## src/euler_pose_pinhole_projection_unit_assert.svh

```systemverilog
// Assertion macros for the pinhole projection unit.
// Used by the top level; expects clk and rst in scope.
`ifndef EULER_POSE_PINHOLE_PROJECTION_UNIT_ASSERT_SVH
`define EULER_POSE_PINHOLE_PROJECTION_UNIT_ASSERT_SVH
`ifndef SYNTHESIS
`define EPPU_ASSERT(lbl, prop, msg) \
  lbl: assert property (@(posedge clk) disable iff (rst) prop) else $error(msg);
`define EPPU_ASSERT_RST(lbl, prop, msg) \
  lbl: assert property (@(posedge clk) prop) else $error(msg);
`else
`define EPPU_ASSERT(lbl, prop, msg)
`define EPPU_ASSERT_RST(lbl, prop, msg)
`endif
`endif

```

## src/eppu_pkg.sv

```systemverilog
// Shared types and constants of the pinhole projection unit.
// No dependencies.
package eppu_pkg;

  localparam int NREG    = 8;
  localparam int IW      = 3;
  localparam int FB      = 16;
  localparam int UW      = 51;
  localparam int QB      = 2 * FB - 1;
  localparam int XF_LAT  = 13;
  localparam int LAT     = XF_LAT + QB + 2;
  localparam int NS      = 6;

  localparam logic [15:0] QUARTER = 16'd16384;
  localparam logic signed [31:0] SIN_C [NS] = '{
    32'sd3864, 32'sd172272, 32'sd5026995, 32'sd85569306, 32'sd693598668, 32'sd1686629713
  };
  localparam logic signed [33:0] ONE_Q30 = 34'sd1073741824;

  typedef struct packed {
    logic signed [31:0] cam_x;
    logic signed [31:0] cam_y;
    logic signed [31:0] cam_z;
    logic signed [15:0] roll;
    logic signed [15:0] pitch;
    logic signed [15:0] yaw;
    logic signed [31:0] point_x;
    logic signed [31:0] point_y;
    logic signed [31:0] point_z;
  } in_t;

  typedef struct packed {
    logic signed [31:0] pixel_u;
    logic signed [31:0] pixel_v;
    logic               zero_depth;
  } out_t;

  typedef logic [NREG-1:0][31:0] kmat_t;

  // k21 k20 k12 k11 k10 k02 k01 k00
  localparam kmat_t K_RESET = {32'd0, 32'd0, 32'd0, 32'd65536,
                               32'd0, 32'd0, 32'd0, 32'd65536};

  typedef struct packed {
    logic signed [UW-1:0] u0;
    logic signed [UW-1:0] u1;
    logic signed [UW-1:0] u2;
  } hom_t;

  typedef struct packed {
    logic [UW-1:0] rem;
    logic [UW-1:0] den;
    logic [QB-1:0] dvd;
    logic [QB-1:0] quo;
  } div_t;

endpackage

```

## src/eppu_div_cell.sv

```systemverilog
// One restoring-division cell: one quotient bit per cell, registered.
// Depends on eppu_pkg.
module eppu_div_cell import eppu_pkg::*; (
  input  logic clk,
  input  div_t din,
  output div_t dout
);

  logic [UW:0] trial;
  logic [UW:0] diff;
  logic        take;

  always_comb begin
    trial = {din.rem, din.dvd[QB-1]};
    diff  = trial - {1'b0, din.den};
    take  = trial >= {1'b0, din.den};
  end

  always_ff @(posedge clk) begin
    dout.rem <= take ? diff[UW-1:0] : trial[UW-1:0];
    dout.den <= din.den;
    dout.dvd <= {din.dvd[QB-2:0], 1'b0};
    dout.quo <= {din.quo[QB-2:0], take};
  end

endmodule

```

## config.mk

```make
export PLATFORM = sky130hd
export DESIGN_NAME = eppu_div_cell
export DESIGN_NICKNAME = d
export VERILOG_FILES = /design/src/euler_pose_pinhole_projection_unit_assert.svh /design/src/eppu_pkg.sv /design/src/eppu_div_cell.sv
export SDC_FILE = /design/constraint.sdc
export NUM_CORES = 1
export LEC_CHECK = 0
export ABC_CLOCK_PERIOD_IN_PS = 3000
export BUFFER_PORTS_ARGS = -buffer_cell sky130_fd_sc_hd__buf_4
export CORE_MARGIN = 2
export CORE_UTILIZATION = 47
export DETAILED_ROUTE_END_ITERATION = 8
export HOLD_SLACK_MARGIN = 0.03
export PLACE_DENSITY_LB_ADDON = 0.3
export SYNTH_ARGS = -nofsm -noshare
export SYNTH_HDL_FRONTEND = slang
export SYNTH_SLANG_ARGS = --single-unit
export TNS_END_PERCENT = 20
```

## constraint.sdc

```tcl
create_clock -name clk -period 3 [get_ports clk]
set_input_delay 0 -clock clk [delete_from_list [all_inputs] [get_ports clk]]
set_output_delay 0 -clock clk [all_outputs]
set_load 0.01 [all_outputs]
```

* Yosys cells after proc, flatten, opt, wreduce, memory -nomap -nowiden *
Cells that the tools add are included.

storage, ports and cells
  memories kept = 0
  bits in read-only memories = 0
  flip-flop bits (word level) = 163
  latch bits = 0
  logic and storage cells = 7
  bits in writable memories = 0

cells by class
  shift operators = 0
  mux-type cells = 1
  magnitude comparators = 1
  multipliers = 0
  $add $sub $neg = 1
  div/mod/pow operators = 0
  bitwise operators = 0
  equal/unequal tests = 0
  reduce and logical (&&, ||, !) cells = 0

operators with widths
  kind                                          number
  greater-or-equal comparator 52 x 51 -> 1 bit  1
  2-to-1 mux 51 bit                             1
  subtractor 51 bit                             1

* Longest topological paths before layout *
Gate-level depths: netlist (run 1).

  depth in word-level cells = 2
  gate-level depth with buffers = 14
  depth with buffers taken out = 12

* Least setup slack after synthesis (run 1) *
Ideal clock, no wire load.

  kind = input-to-reg
  from = in din[61] (netlist name)
  to = reg dout[149] (netlist name)
  path buffers = 2
  cell stages on the path = 14
  arrival time = 2.180 ns
  path slack = 0.692 ns
  library setup time = 0.128 ns
  cells stage by stage = inv_1 ha_1 fa_1 nand2b_1 a21o_1 a21oi_2 o21ai_2 o2111a_1 o21ai_2 a211oi_2 buf_6 buf_4 nand2_1 o41ai_2

between the ends
  longest elaborated chain between the ends = 2
  elaborated cells on any way between the ends = 3

ends and longest elaborated chain
  what                                                                                      RTL line                                  text
  start: declaration                                                                        eppu_div_cell.sv:5                        input div_t din,
  subtractor 51 bit / greater-or-equal comparator 52 x 51 -> 1 bit (equally long branches)  eppu_div_cell.sv:15, eppu_div_cell.sv:16
  2-to-1 mux 51 bit (*)                                                                     eppu_div_cell.sv:20                       dout.rem <= take ? diff[UW-1:0] : trial[UW-1:0];
  end: declaration                                                                          eppu_div_cell.sv:6                        output div_t dout

Mark *: on every way between the ends. The rest lies on a longest branch, timed or not.

* Worst setup path in the final report (run 1) *
  from = in din[113] (netlist name)
  to = reg dout[144] (netlist name)

Same word-level chain as after synthesis.

==> results.sh, run 1 <==
export IMPL_status="completed"
export IMPL_min_path_cells=4
export IMPL_ys_top_cells_by_count="163 x dfxtp_1, 102 x nand2_1, 65 x inv_1, 61 x a21oi_1, 58 x o21ai_0"
export IMPL_worst_pin_slew_ns=0.861
export IMPL_path_clk_slew_ns=0.07
export IMPL_wl_met2_mm=15.1
export IMPL_synth_top_family_by_area="compound AO/OA/AOI/OAI gates"
export IMPL_arrival_ns=3.26
export IMPL_fillers=780
export IMPL_drt_wl_total_mm=29.3
export IMPL_intPower_mw=4.48
export IMPL_dpl_cell_count=1330
export IMPL_peakVddDrop_v=0.000489
export IMPL_grt_start_max_net_pins=45
export IMPL_seqCellArea_um2=3260
export IMPL_switchingPower_mw=2.08
export IMPL_cts_buffer_depth=2
export IMPL_chipWidth_um=127
export IMPL_tns_ns=0
export IMPL_postCtsSetupBuffers=0
export IMPL_dp_hpwl_mm=17.1
export IMPL_slowest_delay_ns=0.73
export IMPL_slew_violations=0
export IMPL_cts_sinks=163
export IMPL_largest_register="dout"
export IMPL_wl_met3_mm=2.27
export IMPL_syn_num_nets=1008
export IMPL_seqPwrFrac=0.378
export IMPL_fp_dieArea_um2=16100
export IMPL_slew_headroom=0.425
export IMPL_n_antenna_cell=0
export IMPL_yosys_area_share_simple=0.128
export IMPL_cp_required_ns=3.34
export IMPL_p_leak_nw=5.88
export IMPL_initial_core_util=0.484
export IMPL_synth_compound_area_frac=0.201
export IMPL_biggestRegsByFlops="dout x163"
export IMPL_yosysTopAreaCellShare=0.460
export IMPL_syn_area_um2=7090
export IMPL_ys_types=59
export IMPL_multiInputGateArea_um2=3450
export IMPL_grt_pass1_wl_mm=43.7
export IMPL_via_per_inst=5.41
export IMPL_synth_edf_count=0
export IMPL_vias=8255
export IMPL_drive_above_1_share=0.326
export IMPL_ys_flop_type="dfxtp_1"
export IMPL_synthCells=791
export IMPL_synthArstFlopShare=0
export IMPL_numPortBuffers=326
export IMPL_drv_cap=0
export IMPL_synth_xor_area_frac=0.0593
export IMPL_fin_nets=1546
export IMPL_routedWlPerCell_um=19.2
export IMPL_crit_path_top_delay_cell="a211oi_4"
export IMPL_routed_top_layer="met4"
export IMPL_worstPathCellList="dlygate4sd3_1 > buf_4 > inv_1 > fa_1 > nand2b_1 > a21o_1 > a21oi_2 > o21ai_2 > o2111a_1 > o21ai_2 > a211oi_4 > buf_12 > nand2_1 > o21ai_0"
export IMPL_powerDensity_nw_per_um2=533
export IMPL_antenna_found_initial=0
export IMPL_yosysMostFrequentCell="dfxtp_1"
export IMPL_min_path_type="in2reg"
export IMPL_pwr_share_comb=0.295
export IMPL_crit_family="compound AO/OA/AOI/OAI gates"
export IMPL_cp_num_buf_inv=4
export IMPL_critical_path_class="in2reg"
export IMPL_grt_usage=0.346
export IMPL_p_clk_frac=0.327
export IMPL_crit_cells=14
export IMPL_ant_nets=0
export IMPL_avgSynthCellArea_um2=8.96
export IMPL_die_h_um=127
export IMPL_initialDrtViolationCount=642
export IMPL_crit_path_end_kind="register"
export IMPL_start_kind="input port"
export IMPL_yosys_register_bits=163
export IMPL_place_gp_congestion=0.893
export IMPL_cts_made_buffers=17
export IMPL_cts_tree="built"
export IMPL_fmax_mhz=342
export IMPL_largest_reg_flops=163
export IMPL_drc=0
export IMPL_path_common_cell="o21ai_2"
export IMPL_area_growth_syn_to_layout_pct=73.6
export IMPL_final_hold_violation_count=0
export IMPL_fin_crit_ns=2.92
export IMPL_drt_pass1_iterations=6
export IMPL_fp_row_count=44
export IMPL_sw_frac_of_total=0.318
export IMPL_yosys_area_top_type="dfxtp_1"
export IMPL_yosysSeqAreaShare=0.460
export IMPL_worstPathMaxFanout=44
export IMPL_io_pins=329
export IMPL_setup_viol=0
export IMPL_synthAdderAreaFrac=0.0928
export IMPL_synth_warnings=0
export IMPL_overflow=0
export IMPL_fin_crit_sh=0.973
export IMPL_finalNonFillerCells=1526
export IMPL_wl_met1_mm=10.7
export IMPL_htree_num_levels=4
export IMPL_grt_pass1_vias=8431
export IMPL_coreArea_um2=14600
export IMPL_synthMuxAreaShare=0
export IMPL_synth_area_leaders="dfxtp_1 46%, ha_1 9.0%, nand2_1 5.4%"
export IMPL_cts_root_buf="clkbuf_16"
## tightest hold or removal path: stages
cell and delay, ns:
buf_4 0.08, ha_1 0.19, xnor2_1 0.13, o21ai_0 0.06
## metrics by stage
| step | cell area, µm² | utilization | setup slack [ns] | hold WS [ns] | total power [mW] |
|---|---|---|---|---|---|
| 2_1_floorplan | 7090 | - | 0.692 | 0.0277 | 3.33 |
| 3_3_place_gp | 10100 | 0.688 | 0.115 | 0.104 | 4.13 |
| 3_5_place_dp | 10100 | 0.688 | 0.0202 | 0.105 | 4.15 |
| 4_1_cts | 12300 | 0.837 | 0.00180 | -0.329 | 6.42 |
| 5_1_grt | 12300 | 0.841 | -0.0753 | 0.111 | 6.80 |
| 6_report | 12300 | 0.841 | 0.0802 | 0.0871 | 6.56 |
## layout by cell type (no fill, tap or decap), drive strengths merged, types with 3 or more instances in the layout
master,count
buf,385
dfxtp,163
dlygate4sd3,163
nand2,102
o21ai,84
inv,72
a21oi,65
ha,51
nor2,36
xnor2,29
xor2,19
nand3,18
clkbuf,18
a21o,15
o21bai,12
nand4,9
a31oi,9
nor3,9
a211oi,8
and3,7
o21a,6
o31ai,6
nand2b,5
nor4,5
o211ai,4
nor2b,4
clkinvlp,4
a221oi,4
o41ai,3
clkinv,3
## timing repair
item                                   in CTS  in global routing
endpoints found under the hold margin     162                  2
setup endpoints to repair                   0                 45
hold buffers                              160                  3
gates resized for setup                     0                  3
## area by class of cell
| type | instances | share of cell area |
|---|---|---|
| Timing Repair Buffer | 548 | 0.369 |
| Clock buffer | 18 | 0.0349 |
| Inverter | 65 | 0.0198 |
| Multi-Input combinational cell | 534 | 0.281 |
| Clock inverter | 14 | 0.0116 |
| Tap cell | 184 | 0.0187 |
| Sequential cell | 163 | 0.265 |
## worst paths after layout
kind	from	endpoint
worst max-delay path	din[113]	dout[144]$_DFF_P_
worst min-delay path	din[121]	dout[122]$_DFF_P_
## kinds of logic after synthesis
logic type,count (synthesis)
XOR/XNOR,48
AO/OA/AOI/OAI,229
adder cells (fa/ha/maj),52
other,1
flip-flops,163
AND/OR/NAND/NOR,203
buffers and inverters,95
## power groups by stage
| stage | Clock [mW] | Combinational, mW | Sequential (mW) |
|---|---|---|---|
| after CTS | 2.13 | 1.83 | 2.46 |
| after global routing | 2.25 | 2.06 | 2.50 |
| after floorplan | 0 | 0.702 | 2.63 |
| final | 2.15 | 1.93 | 2.48 |
| after detailed placement | 0 | 1.65 | 2.51 |
| after global placement | 0 | 1.63 | 2.50 |
## layer usage
layer | up-vias | global-route usage
met5 | - | 0
met4 | 0 | 0.152
met3 | 116 | 0.0852
met2 | 481 | 0.643
met1 | 3844 | 0.369
li1 | 3814 | -
No activity file was read; power rests on OpenSTA's default activity.
==> run 2: changes to the inputs <==
Settings changed: ABC_CLOCK_PERIOD_IN_PS 3000 to 3500, CORE_AREA from default to 2 2 129 131, CORE_MARGIN 2 to default, CORE_UTILIZATION 47 to default, DIE_AREA from default to 0 0 131 133.
Clock period 3 ns to 3.5 ns, I/O delays scaled along.
==> run 2 against run 1 <==
Net effect:
- power is 13% lower
- cell count is 1.6% lower
- non-clock buffer count is 58 lower
- first-iteration DRC count is 26% lower
- global-route usage is 4.2 points lower
- largest power group unchanged
==> results.sh, run 2 (same netlist as run 1, synthesis figures left out) <==
export IMPL_status="completed"
export IMPL_drt_wl_total_mm=26.8
export IMPL_placed_area_um2=9670
export IMPL_fin_nets=1487
export IMPL_cts_hold_buf=162
export IMPL_seqPwrFrac=0.371
export IMPL_power_mw=5.73
export IMPL_switchingPower_mw=1.70
export IMPL_dpl_cell_count=1309
export IMPL_drc=0
export IMPL_cts_tree="built"
export IMPL_powerDensity_nw_per_um2=480
export IMPL_path_clk_slew_ns=0.07
export IMPL_finalNonFillerCells=1502
export IMPL_grt_usage=0.304
export IMPL_chipWidth_um=131
export IMPL_cts_resized=0
export IMPL_dp_hpwl_mm=16.7
export IMPL_coreArea_um2=16200
export IMPL_arrival_ns=3.29
export IMPL_routedWlPerCell_um=17.8
export IMPL_htree_num_levels=4
export IMPL_intPower_mw=4.03
export IMPL_worstPathCellList="dlygate4sd3_1 > buf_4 > inv_1 > ha_1 > fa_1 > nand2b_1 > a21o_1 > a21oi_2 > o21ai_2 > o2111a_1 > o21ai_2 > a211oi_4 > buf_4 > nand2_1 > o21ai_0"
export IMPL_slew_violations=0
export IMPL_sw_frac_of_total=0.296
export IMPL_fmax_mhz=330
export IMPL_layout_common_cells="328 x buf_4, 163 x dfxtp_1, 162 x dlygate4sd3_1"
export IMPL_initial_core_util=0.438
export IMPL_setup_viol=0
export IMPL_worst_pin_slew_ns=0.739
export IMPL_critical_path_class="in2reg"
export IMPL_final_common_cell="buf_4"
export IMPL_drt_pass1_iterations=6
export IMPL_drive_above_1_share=0.293
export IMPL_initialDrtViolationCount=474
export IMPL_grt_pass1_wl_mm=41.1
export IMPL_fp_row_count=47
export IMPL_tns_ns=0
export IMPL_final_hold_violation_count=0
export IMPL_worstPathMaxFanout=67
export IMPL_slowest_delay_ns=0.52
export IMPL_cts_buffer_depth=2
export IMPL_biggestRegsByFlops="dout x163"
export IMPL_numPortBuffers=326
export IMPL_via_per_inst=5.11
export IMPL_drv_cap=0
export IMPL_min_path_cells=2
export IMPL_place_gp_congestion=0.893
export IMPL_io_pins=329
export IMPL_postCtsSetupBuffers=0
export IMPL_cts_sinks=163
export IMPL_cts_root_buf="clkbuf_16"
export IMPL_slew_headroom=0.501
export IMPL_fin_area_um2=11900
export IMPL_pwr_share_comb=0.265
export IMPL_start_kind="input port"
export IMPL_fin_crit_sh=0.866
export IMPL_area_growth_syn_to_layout_pct=68.3
export IMPL_cts_made_buffers=17
export IMPL_p_clk_frac=0.364
export IMPL_ant_nets=0
export IMPL_antenna_found_initial=0
export IMPL_crit_path_end_kind="register"
export IMPL_crit_path_top_delay_cell="dlygate4sd3_1"
export IMPL_rsz0062_at_grt="no"
export IMPL_cp_required_ns=3.76
export IMPL_p_leak_nw=5.64
export IMPL_die_h_um=133
export IMPL_grt_pass1_vias=7910
export IMPL_final_util=0.738
export IMPL_fillers=1045
export IMPL_grt_start_max_net_pins=68
export IMPL_fin_crit_ns=3.03
export IMPL_overflow=0
export IMPL_n_antenna_cell=0
export IMPL_largest_register="dout"
export IMPL_vias=7681
export IMPL_min_path_type="in2reg"
export IMPL_largest_reg_flops=163
export IMPL_peakVddDrop_v=0.000359
export IMPL_fp_dieArea_um2=17400
[run 2: cell types whose count changed in the layout (fill, tap and decap cells not counted), moves of 2 or more]
cell / previous run / this run
clkinv_8: 2 / 0
clkinvlp_4: 4 / 0
buf_12: 2 / 0
bufinv_16: 0 / 4
buf_4: 383 / 328
clkinv_4: 1 / 3
[run 2: per-stage QoR]
| step | worst slack (ns) | hold WS [ns] |
|---|---|---|
| floorplan | 1.19 | 0.0277 |
| global placement | 0.688 | 0.104 |
| detailed placement | 0.598 | 0.105 |
| CTS | 0.500 | 0.201 |
| global route | 0.146 | 0.211 |
| finish | 0.469 | 0.220 |
[run 2: worst paths after layout]
check | from | end | slack, ns
hold / removal | din[59] | dout[60]$_DFF_P_ | 0.22
setup / recovery | din[61] | dout[131]$_DFF_P_ | 0.47
[run 2: final cells by class]
class,instances,area [µm²],share of cell area
inverters,65,244,0.0204
clock buffers,17,425,0.0357
clock inverters,14,215,0.0180
repair buffers,490,4080,0.342
well taps,220,275,0.0231
multi-input cells,533,3420,0.287
flip-flops and latches,163,3260,0.273
[run 2: worst max-delay path: cells and delay by family]
family	cells	cell delay, ns
and+or+nand+nor	2	0.33
buffers and inverters	4	0.97
AOI/OAI and AO/OA	7	1.29
adders and majority gates	2	0.63
[run 2: routing by layer]
layer  track usage  vias up  part of all wire  wire length, µm
li1              -     3685                 -                -
met1         0.339     3590              0.38            10300
met2         0.534      341              0.50            13400
met3        0.0873       65             0.080             2150
met4         0.128        0             0.036              969
met5             0        -                 0                0
[run 2: power groups by stage]
| stage | Sequential (mW) | Clock, mW | Combinational [mW] |
|---|---|---|---|
| after global placement | 2.15 | 0 | 1.30 |
| after detailed placement | 2.15 | 0 | 1.32 |
| after global routing | 2.14 | 2.18 | 1.64 |
| final | 2.12 | 2.09 | 1.52 |
| after floorplan | 2.25 | 0 | 0.602 |
| after CTS | 2.11 | 2.08 | 1.47 |
==> run 3: changes to the inputs <==
Settings changed: BUFFER_PORTS_ARGS -buffer_cell sky130_fd_sc_hd__buf_4 to -buffer_cell sky130_fd_sc_hd__buf_2.
==> run 3 against run 2 <==
Net effect:
- worst setup slack better by 0.052 ns
- count of clock-buffer cells in the layout stayed put
- core utilization shrank 5.4 points
- sequential share of layout area rose by 2.2 points
- sequential power about the same
- sequential cell count unchanged
- wire length down 9.3%
- non-clock buffer count is 1 higher
- critical endpoint is now dout[116]$_DFF_P_
==> results.sh, run 3 (same netlist as run 1, synthesis figures left out) <==
export IMPL_largest_register="dout"
export IMPL_cts_buffer_depth=2
export IMPL_min_path_type="in2reg"
export IMPL_path_common_cell="o21ai_2"
export IMPL_hold_slack_ns=0.201
export IMPL_final_common_cell="buf_2"
export IMPL_rsz0062_at_grt="no"
export IMPL_crit_path_top_delay_cell="dlygate4sd3_1"
export IMPL_cts_made_buffers=17
export IMPL_drt_pass1_iterations=5
export IMPL_crit_family="compound AO/OA/AOI/OAI gates"
export IMPL_via_per_inst=4.99
export IMPL_tns_ns=0
export IMPL_drc=0
export IMPL_arrival_ns=3.26
export IMPL_area_growth_syn_to_layout_pct=55.9
export IMPL_worstPathMaxFanout=69
export IMPL_powerDensity_nw_per_um2=477
export IMPL_drive_above_1_share=0.294
export IMPL_p_leak_nw=5.32
export IMPL_largest_reg_flops=163
export IMPL_fin_area_um2=11100
export IMPL_grt_pass1_wl_mm=37.0
export IMPL_htree_num_levels=4
export IMPL_layout_common_cells="326 x buf_2, 163 x dfxtp_1, 162 x dlygate4sd3_1"
export IMPL_path_clk_slew_ns=0.07
export IMPL_finalNonFillerCells=1503
export IMPL_vias=7494
export IMPL_drv_cap=0
export IMPL_dpl_cell_count=1310
export IMPL_fmax_mhz=336
export IMPL_place_gp_congestion=0.915
export IMPL_fp_row_count=47
export IMPL_p_clk_frac=0.348
export IMPL_antenna_found_initial=0
export IMPL_dp_hpwl_mm=16.3
export IMPL_status="completed"
export IMPL_cp_num_buf_inv=4
export IMPL_grt_pass1_vias=7658
export IMPL_crit_path_end_kind="register"
export IMPL_pre_cts_slack_ns=0.623
export IMPL_power_mw=5.27
export IMPL_fin_nets=1488
export IMPL_seqPwrFrac=0.399
export IMPL_initial_core_util=0.438
export IMPL_slew_violations=0
export IMPL_overflow=0
export IMPL_numPortBuffers=326
export IMPL_n_antenna_cell=0
export IMPL_drt_wl_total_mm=24.3
export IMPL_grt_start_max_net_pins=70
export IMPL_intPower_mw=3.66
export IMPL_io_pins=329
export IMPL_fin_crit_sh=0.851
export IMPL_pwr_share_comb=0.253
export IMPL_coreArea_um2=16200
export IMPL_cts_root_buf="clkbuf_16"
export IMPL_biggestRegsByFlops="dout x163"
export IMPL_routedWlPerCell_um=16.2
export IMPL_fin_crit_ns=2.98
export IMPL_worst_pin_slew_ns=0.610
export IMPL_grt_usage=0.272
export IMPL_cts_tree="built"
export IMPL_cts_sinks=163
export IMPL_final_hold_violation_count=0
export IMPL_switchingPower_mw=1.62
export IMPL_die_h_um=133
export IMPL_sw_frac_of_total=0.306
export IMPL_start_kind="input port"
export IMPL_critical_path_class="in2reg"
export IMPL_slew_headroom=0.588
export IMPL_fp_dieArea_um2=17400
export IMPL_slowest_delay_ns=0.53
export IMPL_setup_viol=0
export IMPL_initialDrtViolationCount=410
export IMPL_cp_required_ns=3.78
export IMPL_final_util=0.684
export IMPL_fin_ws_ns=0.521
export IMPL_ant_nets=0
export IMPL_worstPathCellList="dlygate4sd3_1 > buf_2 > inv_1 > ha_1 > fa_1 > nand2b_1 > a21o_1 > a21oi_2 > o21ai_2 > o2111a_1 > o21ai_2 > a211oi_4 > buf_4 > nand2_1 > o21ai_0"
export IMPL_peakVddDrop_v=0.000321
export IMPL_fillers=1213
export IMPL_chipWidth_um=131
export IMPL_placed_area_um2=8860
run 3: power by group through the flow:
| stage | Combinational, mW | Clock, mW | Sequential (mW) |
|---|---|---|---|
| final | 1.33 | 1.83 | 2.11 |
| after CTS | 1.31 | 1.85 | 2.10 |
| after global routing | 1.46 | 1.93 | 2.12 |
| after floorplan | 0.602 | 0 | 2.25 |
| after global placement | 1.15 | 0 | 2.14 |
| after detailed placement | 1.16 | 0 | 2.14 |
run 3: worst paths after layout:
kind	start	slack [ns]	endpoint	depth (start not counted)
worst max-delay path	din[61]	0.52	dout[116]$_DFF_P_	15
worst min-delay path	din[23]	0.20	dout[24]$_DFF_P_	2
run 3: timing repair:
action	4_1_cts	5_1_grt
hold buffers	162	0
resized for setup	0	0
setup buffers	0	0
hold endpoints to repair	162	0
run 3: metal layers:
metal  up-vias  track usage  wire, µm
met5         -            0         0
met4         0        0.131       984
met3        69       0.0841      1960
met2       307        0.472     11900
met1      3430        0.298      9430
li1       3688            -         -
run 3: cell type report:
type | count | area (µm²) | share of cell area
clock buffers | 17 | 425 | 0.0385
clock inverters | 14 | 146 | 0.0132
inverters | 65 | 244 | 0.0221
multi-input cells | 533 | 3420 | 0.310
flip-flops and latches | 163 | 3260 | 0.295
well taps | 220 | 275 | 0.0249
repair buffers | 491 | 3280 | 0.296
